### src/sv/spcp_pkg.sv
// Shared types and constants for the shelf-pack centered placer.
package spcp_pkg;

  localparam int unsigned FIELD_W    = 16;
  localparam int unsigned STACK_W    = 17;
  localparam int unsigned IN_DATA_W  = 2 * FIELD_W;
  localparam int unsigned OUT_DATA_W = 2 * FIELD_W;
  localparam int unsigned CFG_IDX_W  = 1;

  localparam logic [FIELD_W-1:0] DECK_RESET = 16'd64;
  localparam logic [STACK_W-1:0] STACK_MAX  = 17'h1FFFF;

  // Configuration register indexes
  localparam logic [CFG_IDX_W-1:0] CFG_DECK_WIDTH  = 1'b0;
  localparam logic [CFG_IDX_W-1:0] CFG_DECK_HEIGHT = 1'b1;

  // Phases of one set: load cells, close the last row, walk placements
  typedef enum logic [2:0] {
    ST_LOAD  = 3'b001,
    ST_FINAL = 3'b010,
    ST_WALK  = 3'b100
  } state_e;

endpackage

### src/sv/spcp_ram.sv
// Generic single-write, single-read RAM with registered read data.
module spcp_ram #(
  parameter int unsigned WIDTH = 16,
  parameter int unsigned DEPTH = 64
) (
  input  logic                                       clk_i,
  input  logic                                       we_i,
  input  logic [((DEPTH > 1) ? $clog2(DEPTH) : 1)-1:0] waddr_i,
  input  logic [WIDTH-1:0]                           wdata_i,
  input  logic                                       re_i,
  input  logic [((DEPTH > 1) ? $clog2(DEPTH) : 1)-1:0] raddr_i,
  output logic [WIDTH-1:0]                           rdata_o
);

  logic [WIDTH-1:0] mem_q [DEPTH];
  logic [WIDTH-1:0] rdata_q;

  // Write port
  always_ff @(posedge clk_i) begin
    if (we_i) begin
      mem_q[waddr_i] <= wdata_i;
    end
  end

  // Read port, hold data while no read is issued
  always_ff @(posedge clk_i) begin
    if (re_i) begin
      rdata_q <= mem_q[raddr_i];
    end
  end

  assign rdata_o = rdata_q;

endmodule

### src/sv/shelf_pack_centered_placer.sv
// Shelf-pack centered placer: packs blocks next-fit into rows, then emits centered placements.
// Flow: cells are taken one per cycle while in the load phase; the first placement follows the
//   set_end cell through row close, block RAM read, row RAM read and output register.
// Throughput: then one placement per cycle while m_axis_tready is high, set by the two-RAM read
//   pipeline; a new set is taken the cycle after the final placement leaves.
// Reset: packing state clears to zero and both deck registers to 64; RAM contents are not
//   cleared, every entry read in a walk is written earlier in the same set.
module shelf_pack_centered_placer #(
  parameter int unsigned MAX_BLOCKS = 64,
  parameter int unsigned COORD_BITS = 16
) (
  input  logic                               clk_i,
  input  logic                               rst_ni,
  // cfg port
  input  logic                               cfg_we_i,
  input  logic [spcp_pkg::CFG_IDX_W-1:0]     cfg_idx_i,
  input  logic [spcp_pkg::FIELD_W-1:0]       cfg_data_i,
  // cell requests
  input  logic                               s_axis_tvalid,
  output logic                               s_axis_tready,
  input  logic [spcp_pkg::IN_DATA_W-1:0]     s_axis_tdata,  // cell_dx, cell_dy
  input  logic                               s_axis_tlast,  // block_end
  input  logic                               s_axis_tuser,  // set_end
  // placement requests
  output logic                               m_axis_tvalid,
  input  logic                               m_axis_tready,
  output logic [spcp_pkg::OUT_DATA_W-1:0]    m_axis_tdata,  // place_x, place_y
  output logic                               m_axis_tlast   // final_flag
);

  import spcp_pkg::*;

  localparam int unsigned ROW_W  = $clog2(MAX_BLOCKS + 1);
  localparam int unsigned CNT_W  = $clog2(MAX_BLOCKS + 1);
  localparam int unsigned IDX_W  = (MAX_BLOCKS > 1) ? $clog2(MAX_BLOCKS) : 1;
  localparam int unsigned ROWS   = MAX_BLOCKS + 1;
  localparam logic [FIELD_W-1:0] COORD_MAX = FIELD_W'((COORD_BITS >= FIELD_W) ?
      ((64'd1 << FIELD_W) - 64'd1) : ((64'd1 << COORD_BITS) - 64'd1));

  typedef struct packed {
    logic [STACK_W-1:0] pref;
    logic [FIELD_W-1:0] off;
    logic [ROW_W-1:0]   row;
  } blk_t;

  localparam int unsigned BLK_W = $bits(blk_t);

  state_e state_q;

  logic [FIELD_W-1:0] deck_w_q, deck_h_q;
  logic [FIELD_W-1:0] cursor_q, height_q, max_dx_q, max_dy_q;
  logic [ROW_W-1:0]   row_q;
  logic [CNT_W-1:0]   count_q, n_q, rd_cnt_q;
  logic [STACK_W-1:0] stack_q;
  logic [FIELD_W-1:0] top_q;

  logic               s1_valid_q, s1_last_q, s2_valid_q, s2_last_q;
  logic               out_valid_q, out_last_q;
  logic [FIELD_W-1:0] s2_off_q, out_x_q, out_y_q;
  logic [STACK_W-1:0] s2_pref_q;

  // Load-side signals
  logic               in_acc, fin, full, store, close;
  logic [FIELD_W-1:0] cell_dx, cell_dy, dx_new, dy_new, bh_sat, hgt_base, hgt_new;
  logic [FIELD_W:0]   bw, bh, cur_sum, cur_base;
  logic [STACK_W:0]   stack_add;
  logic [STACK_W-1:0] stack_sat;
  blk_t               blk_wr, blk_rd;

  // Final-phase signals
  logic [STACK_W:0]   total_add;
  logic [STACK_W-1:0] total_sat;
  logic [STACK_W-1:0] deck_h_ext, top_diff;

  // Walk-side signals
  logic               en, issue, walk_done;
  logic [BLK_W-1:0]   blk_rdata;
  logic [FIELD_W-1:0] rw_rdata, center;
  logic [FIELD_W:0]   x_sum;
  logic [STACK_W:0]   y_sum;

  logic               row_we;

  assign cell_dx = s_axis_tdata[FIELD_W-1:0];
  assign cell_dy = s_axis_tdata[IN_DATA_W-1:FIELD_W];

  assign s_axis_tready = (state_q == ST_LOAD);
  assign in_acc        = s_axis_tvalid && s_axis_tready;
  assign fin           = in_acc && (s_axis_tlast || s_axis_tuser);
  assign full          = (count_q == CNT_W'(MAX_BLOCKS));
  assign store         = fin && !full;

  // Bounding box including the current cell
  assign dx_new = (cell_dx > max_dx_q) ? cell_dx : max_dx_q;
  assign dy_new = (cell_dy > max_dy_q) ? cell_dy : max_dy_q;
  assign bw     = {1'b0, dx_new} + (FIELD_W+1)'(1);
  assign bh     = {1'b0, dy_new} + (FIELD_W+1)'(1);
  assign bh_sat = bh[FIELD_W] ? {FIELD_W{1'b1}} : bh[FIELD_W-1:0];

  // Next-fit decision: open a new row when the block overruns the deck, unless on the last row
  assign cur_sum  = {1'b0, cursor_q} + bw;
  assign close    = (cur_sum > {1'b0, deck_w_q}) && (row_q != ROW_W'(MAX_BLOCKS));
  assign cur_base = close ? bw : cur_sum;
  assign hgt_base = close ? '0 : height_q;
  assign hgt_new  = (bh_sat > hgt_base) ? bh_sat : hgt_base;

  // Stack height after closing the current row, saturated
  assign stack_add = {1'b0, stack_q} + (STACK_W+1)'(height_q);
  assign stack_sat = stack_add[STACK_W] ? STACK_MAX : stack_add[STACK_W-1:0];

  assign blk_wr.row  = close ? ROW_W'(row_q + 1'b1) : row_q;
  assign blk_wr.off  = close ? '0 : cursor_q;
  assign blk_wr.pref = close ? stack_sat : stack_q;

  // Vertical centering of the whole stack
  assign total_add  = {1'b0, stack_q} + (STACK_W+1)'(height_q);
  assign total_sat  = total_add[STACK_W] ? STACK_MAX : total_add[STACK_W-1:0];
  assign deck_h_ext = STACK_W'(deck_h_q);
  assign top_diff   = deck_h_ext - total_sat;

  // Row widths are written on a row close and for the last row of the set
  assign row_we = (store && close) || (state_q == ST_FINAL);

  // Walk pipeline advances unless the output register is stalled
  assign en        = !(out_valid_q && !m_axis_tready);
  assign issue     = (state_q == ST_WALK) && (rd_cnt_q != n_q);
  assign walk_done = out_valid_q && m_axis_tready && out_last_q;
  assign blk_rd    = blk_t'(blk_rdata);

  spcp_ram #(
    .WIDTH (BLK_W),
    .DEPTH (MAX_BLOCKS)
  ) u_blk_ram (
    .clk_i   (clk_i),
    .we_i    (store),
    .waddr_i (count_q[IDX_W-1:0]),
    .wdata_i (blk_wr),
    .re_i    (en && issue),
    .raddr_i (rd_cnt_q[IDX_W-1:0]),
    .rdata_o (blk_rdata)
  );

  spcp_ram #(
    .WIDTH (FIELD_W),
    .DEPTH (ROWS)
  ) u_row_ram (
    .clk_i   (clk_i),
    .we_i    (row_we),
    .waddr_i (row_q),
    .wdata_i (cursor_q),
    .re_i    (en && s1_valid_q),
    .raddr_i (blk_rd.row),
    .rdata_o (rw_rdata)
  );

  // Horizontal centering of the row, then saturate both coordinates
  assign center = (deck_w_q > rw_rdata) ? FIELD_W'((deck_w_q - rw_rdata) >> 1) : '0;
  assign x_sum  = {1'b0, center} + {1'b0, s2_off_q};
  assign y_sum  = (STACK_W+1)'(top_q) + {1'b0, s2_pref_q};

  // Configuration registers
  always_ff @(posedge clk_i or negedge rst_ni) begin
    if (!rst_ni) begin
      deck_w_q <= DECK_RESET;
      deck_h_q <= DECK_RESET;
    end else if (cfg_we_i) begin
      case (cfg_idx_i)
        CFG_DECK_WIDTH:  deck_w_q <= cfg_data_i;
        CFG_DECK_HEIGHT: deck_h_q <= cfg_data_i;
        default: ;
      endcase
    end
  end

  // Packing state and phase control
  always_ff @(posedge clk_i or negedge rst_ni) begin
    if (!rst_ni) begin
      state_q  <= ST_LOAD;
      cursor_q <= '0;
      height_q <= '0;
      max_dx_q <= '0;
      max_dy_q <= '0;
      row_q    <= '0;
      count_q  <= '0;
      stack_q  <= '0;
      n_q      <= '0;
      rd_cnt_q <= '0;
      top_q    <= '0;
    end else begin
      case (state_q)
        ST_LOAD: begin
          if (in_acc) begin
            if (fin) begin
              max_dx_q <= '0;
              max_dy_q <= '0;
            end else begin
              max_dx_q <= dx_new;
              max_dy_q <= dy_new;
            end
          end
          if (store) begin
            cursor_q <= cur_base[FIELD_W] ? {FIELD_W{1'b1}} : cur_base[FIELD_W-1:0];
            height_q <= hgt_new;
            count_q  <= CNT_W'(count_q + 1'b1);
            if (close) begin
              row_q   <= ROW_W'(row_q + 1'b1);
              stack_q <= stack_sat;
            end
          end
          if (in_acc && s_axis_tuser) begin
            state_q <= ST_FINAL;
          end
        end
        ST_FINAL: begin
          top_q    <= (deck_h_ext > total_sat) ? FIELD_W'(top_diff >> 1) : '0;
          n_q      <= count_q;
          rd_cnt_q <= '0;
          cursor_q <= '0;
          height_q <= '0;
          row_q    <= '0;
          count_q  <= '0;
          stack_q  <= '0;
          state_q  <= ST_WALK;
        end
        ST_WALK: begin
          if (en && issue) begin
            rd_cnt_q <= CNT_W'(rd_cnt_q + 1'b1);
          end
          if (walk_done) begin
            state_q <= ST_LOAD;
          end
        end
        default: state_q <= ST_LOAD;
      endcase
    end
  end

  // Walk pipeline valid and last flags
  always_ff @(posedge clk_i or negedge rst_ni) begin
    if (!rst_ni) begin
      s1_valid_q  <= 1'b0;
      s1_last_q   <= 1'b0;
      s2_valid_q  <= 1'b0;
      s2_last_q   <= 1'b0;
      out_valid_q <= 1'b0;
      out_last_q  <= 1'b0;
    end else if (en) begin
      s1_valid_q  <= issue;
      s1_last_q   <= (rd_cnt_q == CNT_W'(n_q - 1'b1));
      s2_valid_q  <= s1_valid_q;
      s2_last_q   <= s1_last_q;
      out_valid_q <= s2_valid_q;
      out_last_q  <= s2_last_q;
    end
  end

  // Walk pipeline payload
  always_ff @(posedge clk_i) begin
    if (en && s1_valid_q) begin
      s2_off_q  <= blk_rd.off;
      s2_pref_q <= blk_rd.pref;
    end
    if (en && s2_valid_q) begin
      out_x_q <= (x_sum > (FIELD_W+1)'(COORD_MAX)) ? COORD_MAX : x_sum[FIELD_W-1:0];
      out_y_q <= (y_sum > (STACK_W+1)'(COORD_MAX)) ? COORD_MAX : y_sum[FIELD_W-1:0];
    end
  end

  assign m_axis_tvalid = out_valid_q;
  assign m_axis_tdata  = {out_y_q, out_x_q};
  assign m_axis_tlast  = out_last_q;

`ifndef SYNTHESIS
  a_count_bound: assert property (@(posedge clk_i) disable iff (!rst_ni)
    count_q <= CNT_W'(MAX_BLOCKS))
    else $error("block count beyond capacity");

  a_row_bound: assert property (@(posedge clk_i) disable iff (!rst_ni)
    row_q <= ROW_W'(MAX_BLOCKS))
    else $error("row index beyond row store");

  a_walk_nonempty: assert property (@(posedge clk_i) disable iff (!rst_ni)
    (state_q == ST_WALK) |-> (n_q != '0) && (rd_cnt_q <= n_q))
    else $error("walk over an empty or overrun block list");

  a_last_all_issued: assert property (@(posedge clk_i) disable iff (!rst_ni)
    (out_valid_q && out_last_q) |-> (rd_cnt_q == n_q) && !s1_valid_q && !s2_valid_q)
    else $error("final placement shown before the walk drained");

  a_final_one_cycle: assert property (@(posedge clk_i) disable iff (!rst_ni)
    (state_q == ST_FINAL) |=> (state_q == ST_WALK))
    else $error("row close phase did not hand over to the walk");
`endif

endmodule
### config.mk
export PLATFORM = sky130hd
export DESIGN_NAME = shelf_pack_centered_placer
export DESIGN_NICKNAME = d
export VERILOG_FILES = /design/src/sv/spcp_pkg.sv /design/src/sv/spcp_ram.sv /design/src/sv/shelf_pack_centered_placer.sv
export SDC_FILE = /design/constraint.sdc
export NUM_CORES = 2
export LEC_CHECK = 0
export BUFFER_PORTS_ARGS = -buffer_cell sky130_fd_sc_hd__buf_2
export CELL_PAD_IN_SITES_DETAIL_PLACEMENT = 0
export CELL_PAD_IN_SITES_GLOBAL_PLACEMENT = 1
export CORE_UTILIZATION = 52
export CTS_CLUSTER_DIAMETER = 100
export DETAILED_ROUTE_END_ITERATION = 8
export PLACE_DENSITY = 0.74
export SYNTH_ARGS = -nofsm -noshare
export SYNTH_HDL_FRONTEND = slang
export SYNTH_HIERARCHICAL = 1
export SYNTH_SLANG_ARGS = --single-unit
### constraint.sdc
create_clock -name clk_i -period 11.02 [get_ports clk_i]
set_clock_uncertainty 0.15 [all_clocks]
set_input_delay 2.204 -clock clk_i [delete_from_list [all_inputs] [get_ports clk_i]]
set_output_delay 2.204 -clock clk_i [all_outputs]
set_load 0.01 [all_outputs]
==> impl_metrics.prom <==
# TYPE chip_impl_metric gauge
chip_impl_info{name="holdCritPathClass",value="reg2reg"} 1
chip_impl_info{name="reg2reg_end",value="height_q[1]$_DFFE_PN0P_"} 1
chip_impl_metric{name="ctsLongestPathBuffers",unit=""} 4
chip_impl_info{name="setup.worst_path.class",value="in2reg"} 1
chip_impl_metric{name="synth_cells",unit=""} 7943
chip_impl_metric{name="synth_sequential_area_ratio",unit=""} 0.7459
chip_impl_metric{name="timing.critical_path.slowest_cell_delay",unit="ns"} 0.59
chip_impl_metric{name="timing.max_cap.violations",unit=""} 0
chip_impl_metric{name="vias",unit=""} 83100
chip_impl_info{name="clk_root_buf",value="sky130_fd_sc_hd__clkbuf_16"} 1
chip_impl_info{name="critPathSlowestCell",value="sky130_fd_sc_hd__and2_1"} 1
chip_impl_info{name="endpoint",value="height_q[1]$_DFFE_PN0P_"} 1
chip_impl_metric{name="synth_nets",unit=""} 8175
chip_impl_metric{name="place_worst_setup_slack",unit="ns"} 0.6096
chip_impl_metric{name="grt_first_pass_wirelength",unit="µm"} 615500
chip_impl_metric{name="postLayoutCellArea",unit="mm²"} 0.1758
chip_impl_metric{name="ctsResizeCount",unit=""} 0
chip_impl_metric{name="finalNetCount",unit=""} 8580
chip_impl_metric{name="placedCellCount",unit=""} 11890
chip_impl_metric{name="fmax",unit="GHz"} 0.1038
chip_impl_metric{name="synth.cell_area",unit="mm²"} 0.1554
chip_impl_metric{name="route.detailed.wl_per_inst",unit="µm"} 34.76
chip_impl_metric{name="cts_max_level",unit=""} 5
chip_impl_metric{name="route.antenna.remaining_nets",unit=""} 0
chip_impl_metric{name="synth-seq-cells",unit=""} 3887
chip_impl_info{name="startpoint_of_the_worst_setup_timing_path",value="s_axis_tdata[10]"} 1
chip_impl_metric{name="port_buffers",unit=""} 90
chip_impl_info{name="cts_tree",value="done"} 1
chip_impl_metric{name="fill_cells",unit=""} 21030
chip_impl_metric{name="design.die.area",unit="mm²"} 0.3010
chip_impl_metric{name="worst-slew-pin-transition",unit="ns"} 1.397
chip_impl_metric{name="ff_latch_area",unit="mm²"} 0.1159
chip_impl_metric{name="cts_inserted_buffers",unit=""} 392
chip_impl_metric{name="setup_tns",unit="ns"} 0
chip_impl_metric{name="worst_r2r_path_depth",unit=""} 43
chip_impl_metric{name="holdBufCountCts",unit=""} 0
chip_impl_metric{name="gp_congestion",unit=""} 0.8990
chip_impl_metric{name="finalWirelength",unit="µm"} 439200
chip_impl_info{name="crit_path_end_kind",value="flip-flop"} 1
chip_impl_metric{name="multiInputGateArea",unit="mm²"} 0.03798
chip_impl_metric{name="crit_required",unit="ns"} 11.71
chip_impl_metric{name="timing.final.ws_setup",unit="ns"} 1.390
chip_impl_metric{name="leakagePower",unit="nW"} 56.38
chip_impl_metric{name="grtUsageTotal",unit=""} 0.2911
chip_impl_info{name="timing.critical_path.mode_cell",value="sky130_fd_sc_hd__ha_1"} 1
chip_impl_metric{name="number_of_antenna_violations_at_the_first_check_in_global_routing",unit=""} 16
chip_impl_metric{name="ports_placed_on_the_boundary",unit=""} 91
chip_impl_metric{name="grt_pass1_vias",unit=""} 81200
chip_impl_info{name="startpoint_type",value="input pin"} 1
chip_impl_metric{name="drt_iter0_drc",unit=""} 11140
chip_impl_metric{name="final_layout_size_suffix_gt1_frac",unit=""} 0.2402
chip_impl_metric{name="postPlaceCellArea",unit="mm²"} 0.1626
chip_impl_info{name="rsz0062_at_grt",value="false"} 1
chip_impl_metric{name="placementRows",unit=""} 200
chip_impl_metric{name="drt-pass1-iter-count",unit=""} 6
chip_impl_metric{name="post_synth.cell_area_avg",unit="µm²"} 19.56
chip_impl_metric{name="critical_path_cell_count",unit=""} 43
chip_impl_info{name="status",value="finished clean"} 1
chip_impl_metric{name="synthArstFlopShare",unit=""} 0.04271
chip_impl_metric{name="sink_count",unit=""} 3887
chip_impl_metric{name="final_period_demand_of_the_worst_path",unit="ns"} 9.630
chip_impl_metric{name="instances_no_fill",unit=""} 12630
chip_impl_metric{name="synth_cell_type_count",unit=""} 87
chip_impl_metric{name="setup_viol",unit=""} 0
chip_impl_metric{name="finalMaxSlewViolations",unit=""} 0
chip_impl_metric{name="synth_edf_count",unit=""} 3721
chip_impl_metric{name="finalPower",unit="mW"} 50.15
chip_impl_metric{name="layout_worst_path_cycle_share",unit=""} 0.8739
chip_impl_metric{name="core_area",unit="mm²"} 0.2970
chip_impl_metric{name="worst-endpoint-arrival",unit="ns"} 10.32
chip_impl_metric{name="worst_ir_drop_vdd",unit="V"} 0.0003004
chip_impl_metric{name="power_per_cell_area",unit="mW/mm²"} 285.3
chip_impl_info{name="worstReg2RegStart",value="max_dx_q[10]$_DFFE_PN0P_"} 1
chip_impl_metric{name="die_h",unit="µm"} 548.6
chip_impl_metric{name="slew-limit-headroom",unit=""} 0.06283
chip_impl_metric{name="critPathBufInv",unit=""} 5
chip_impl_metric{name="holdWs",unit="ns"} 0.2685
chip_impl_info{name="synth_flop_type",value="sky130_fd_sc_hd__edfxtp_1"} 1
chip_impl_metric{name="worst_skew_pair.late_latency",unit="ns"} 0.96
chip_impl_metric{name="postCtsSetupBuffers",unit=""} 0
chip_impl_metric{name="finish.utilization",unit=""} 0.5918
chip_impl_metric{name="routed_via_density",unit=""} 6.578
chip_impl_metric{name="timing.reg2reg.setup_slack",unit="ns"} 2.29
chip_impl_metric{name="die_x",unit="µm"} 548.6
chip_impl_metric{name="hpwl",unit="µm"} 255200
chip_impl_metric{name="grt_max_degree",unit=""} 124
chip_impl_metric{name="area_delta_synth_final",unit="%"} 13.13
chip_impl_metric{name="remaining_drc_errors",unit=""} 0
chip_impl_metric{name="largest_fanout_on_the_critical_path",unit=""} 18
chip_impl_info{name="crit_family",value="compound AO/OA/AOI/OAI gates"} 1
chip_impl_metric{name="start_util",unit=""} 0.5231
chip_impl_metric{name="clk_transition_reported_paths",unit="ns"} 0.06
chip_impl_metric{name="globalRoute.totalOverflow",unit=""} 0
chip_impl_metric{name="count_of_endpoints_failing_hold_in_the_final_timing_report",unit=""} 0
chip_impl_metric{name="synth_warnings",unit=""} 6
-- cells in the mapped netlist, types with 18 or more instances --
cell / instances / area [µm²]
sky130_fd_sc_hd__clkbuf_1: 176 / 660.6
sky130_fd_sc_hd__buf_1: 29 / 108.9
sky130_fd_sc_hd__a21o_1: 44 / 330.3
sky130_fd_sc_hd__nor2_1: 322 / 1209
sky130_fd_sc_hd__nand3_1: 93 / 465.5
sky130_fd_sc_hd__a22oi_1: 83 / 623.1
sky130_fd_sc_hd__nor4_1: 42 / 262.8
sky130_fd_sc_hd__nand4_1: 33 / 206.5
sky130_fd_sc_hd__buf_6: 18 / 202.7
sky130_fd_sc_hd__ha_1: 170 / 2127
sky130_fd_sc_hd__xor2_1: 53 / 464.2
sky130_fd_sc_hd__nor2b_1: 46 / 287.8
sky130_fd_sc_hd__inv_1: 113 / 424.2
sky130_fd_sc_hd__o221ai_1: 42 / 367.9
sky130_fd_sc_hd__and2_1: 31 / 193.9
sky130_fd_sc_hd__o21a_1: 27 / 202.7
sky130_fd_sc_hd__o22ai_1: 192 / 1201
sky130_fd_sc_hd__a211oi_1: 18 / 135.1
sky130_fd_sc_hd__mux2i_1: 267 / 2673
sky130_fd_sc_hd__a21oi_1: 235 / 1176
sky130_fd_sc_hd__mux2_2: 91 / 1025
sky130_fd_sc_hd__a31oi_1: 27 / 168.9
sky130_fd_sc_hd__edfxtp_1: 3721 / 111700
sky130_fd_sc_hd__buf_2: 122 / 610.6
sky130_fd_sc_hd__o22a_1: 27 / 236.5
sky130_fd_sc_hd__nand2_1: 267 / 1002
sky130_fd_sc_hd__a221oi_1: 52 / 455.4
sky130_fd_sc_hd__nor3_1: 36 / 180.2
sky130_fd_sc_hd__o21ai_1: 35 / 175.2
sky130_fd_sc_hd__o21ai_0: 125 / 625.6
sky130_fd_sc_hd__xnor2_1: 89 / 779.5
sky130_fd_sc_hd__buf_4: 58 / 435.4
sky130_fd_sc_hd__dfrtp_1: 163 / 4079
sky130_fd_sc_hd__mux4_2: 800 / 18020
sky130_fd_sc_hd__nand2b_1: 39 / 244.0
sky130_fd_sc_hd__a22o_1: 76 / 665.6
sky130_fd_sc_hd__and3_1: 27 / 168.9
-- worst reg2reg max path: cells and delay by family (launching register included) --
family,cells,cell delay [ns]
simple gates,9,1.88
fa+ha+maj,5,1.38
flops,1,0.40
xor+xnor,1,0.17
compound gates,23,3.87
buf+inv,5,0.81
-- state kept, by name (all words and copies together), names as in the netlist, 7 cells and up --
register	flops
count_q	7
cursor_q	16
deck_h_q	16
deck_w_q	16
height_q	16
max_dx_q	16
max_dy_q	16
n_q	7
out_x_q	16
out_y_q	16
rd_cnt_q	7
row_q	7
s2_off_q	16
s2_pref_q	17
stack_q	17
top_q	16
u_blk_ram/mem_q	2560
u_blk_ram/rdata_o	40
u_row_ram/mem_q	1040
u_row_ram/rdata_o	16
-- worst min path at each step --
stage / startpoint / end / slack [ns] / cells past startpoint
CTS: u_blk_ram/rdata_o[23]$_DFFE_PP_ / s2_pref_q[0]$_DFFE_PP_ / 0.27 / 0
floorplan: u_blk_ram/rdata_o[7]$_DFFE_PP_ / s2_off_q[0]$_DFFE_PP_ / 0.25 / 0
global route: u_blk_ram/rdata_o[37]$_DFFE_PP_ / s2_pref_q[14]$_DFFE_PP_ / 0.28 / 0
finish: u_blk_ram/rdata_o[23]$_DFFE_PP_ / s2_pref_q[0]$_DFFE_PP_ / 0.27 / 0
global placement: u_blk_ram/rdata_o[14]$_DFFE_PP_ / s2_off_q[7]$_DFFE_PP_ / 0.25 / 0
detailed placement: u_blk_ram/rdata_o[23]$_DFFE_PP_ / s2_pref_q[0]$_DFFE_PP_ / 0.25 / 0
-- logic make-up (layout without fill, tap and decap cells) --
group                    after synthesis  count (layout)  synth area share
flip-flops                          3887            3887            0.7459
multiplexers                        1159            1159            0.1398
AO/OA/AOI/OAI                       1070            1070           0.04602
AND/OR/NAND/NOR                      991             991           0.02997
buffers and inverters                517            1249           0.01575
adder cells (fa/ha/maj)              176             176           0.01446
XOR/XNOR                             143             143          0.008109
other                                  0              20                 0
-- area by class of cell --
class	count	area share
clock inverters	258	0.01701
flip-flops and latches	3887	0.6595
well taps	3939	0.02804
inverters	113	0.002413
diodes	20	0.0002847
clock buffers	463	0.05762
repair buffers	415	0.01901
multi-input cells	3539	0.2161
-- routing by layer --
metal / routed length [µm] / global-route usage / vias up
li1: - / - / 33540
met1: 164300 / 0.3984 / 43800
met2: 210500 / 0.4684 / 4841
met3: 43510 / 0.05007 / 919
met4: 20910 / 0.1181 / 2
met5: 13 / 0 / -
-- cells in the final DEF (no fill, tap or decap), types with 44 or more instances in the layout --
| master | n |
|---|---|
| sky130_fd_sc_hd__mux2_2 | 91 |
| sky130_fd_sc_hd__nand3_1 | 93 |
| sky130_fd_sc_hd__a21o_1 | 44 |
| sky130_fd_sc_hd__a22oi_1 | 83 |
| sky130_fd_sc_hd__buf_4 | 290 |
| sky130_fd_sc_hd__o22ai_1 | 192 |
| sky130_fd_sc_hd__clkinv_2 | 81 |
| sky130_fd_sc_hd__dfrtp_1 | 141 |
| sky130_fd_sc_hd__o21ai_0 | 106 |
| sky130_fd_sc_hd__clkbuf_1 | 68 |
| sky130_fd_sc_hd__bufinv_16 | 51 |
| sky130_fd_sc_hd__clkinv_1 | 73 |
| sky130_fd_sc_hd__a221oi_1 | 52 |
| sky130_fd_sc_hd__a22o_1 | 76 |
| sky130_fd_sc_hd__mux2i_1 | 267 |
| sky130_fd_sc_hd__clkbuf_16 | 394 |
| sky130_fd_sc_hd__a21oi_1 | 235 |
| sky130_fd_sc_hd__mux4_2 | 800 |
| sky130_fd_sc_hd__inv_1 | 113 |
| sky130_fd_sc_hd__nor2_1 | 256 |
| sky130_fd_sc_hd__buf_2 | 89 |
| sky130_fd_sc_hd__nand2_1 | 266 |
| sky130_fd_sc_hd__nor2_4 | 63 |
| sky130_fd_sc_hd__ha_1 | 170 |
| sky130_fd_sc_hd__edfxtp_1 | 3721 |
| sky130_fd_sc_hd__xor2_1 | 51 |
| sky130_fd_sc_hd__xnor2_1 | 85 |
-- power breakdown --
part           total, mW  switching [mW]  internal (mW)
logic               15.0            10.3           4.70
registers           21.6           0.558           21.1
clock network       13.5            5.71           7.82
total               50.2            16.6           33.6
(Power assumes the default switching activity.)
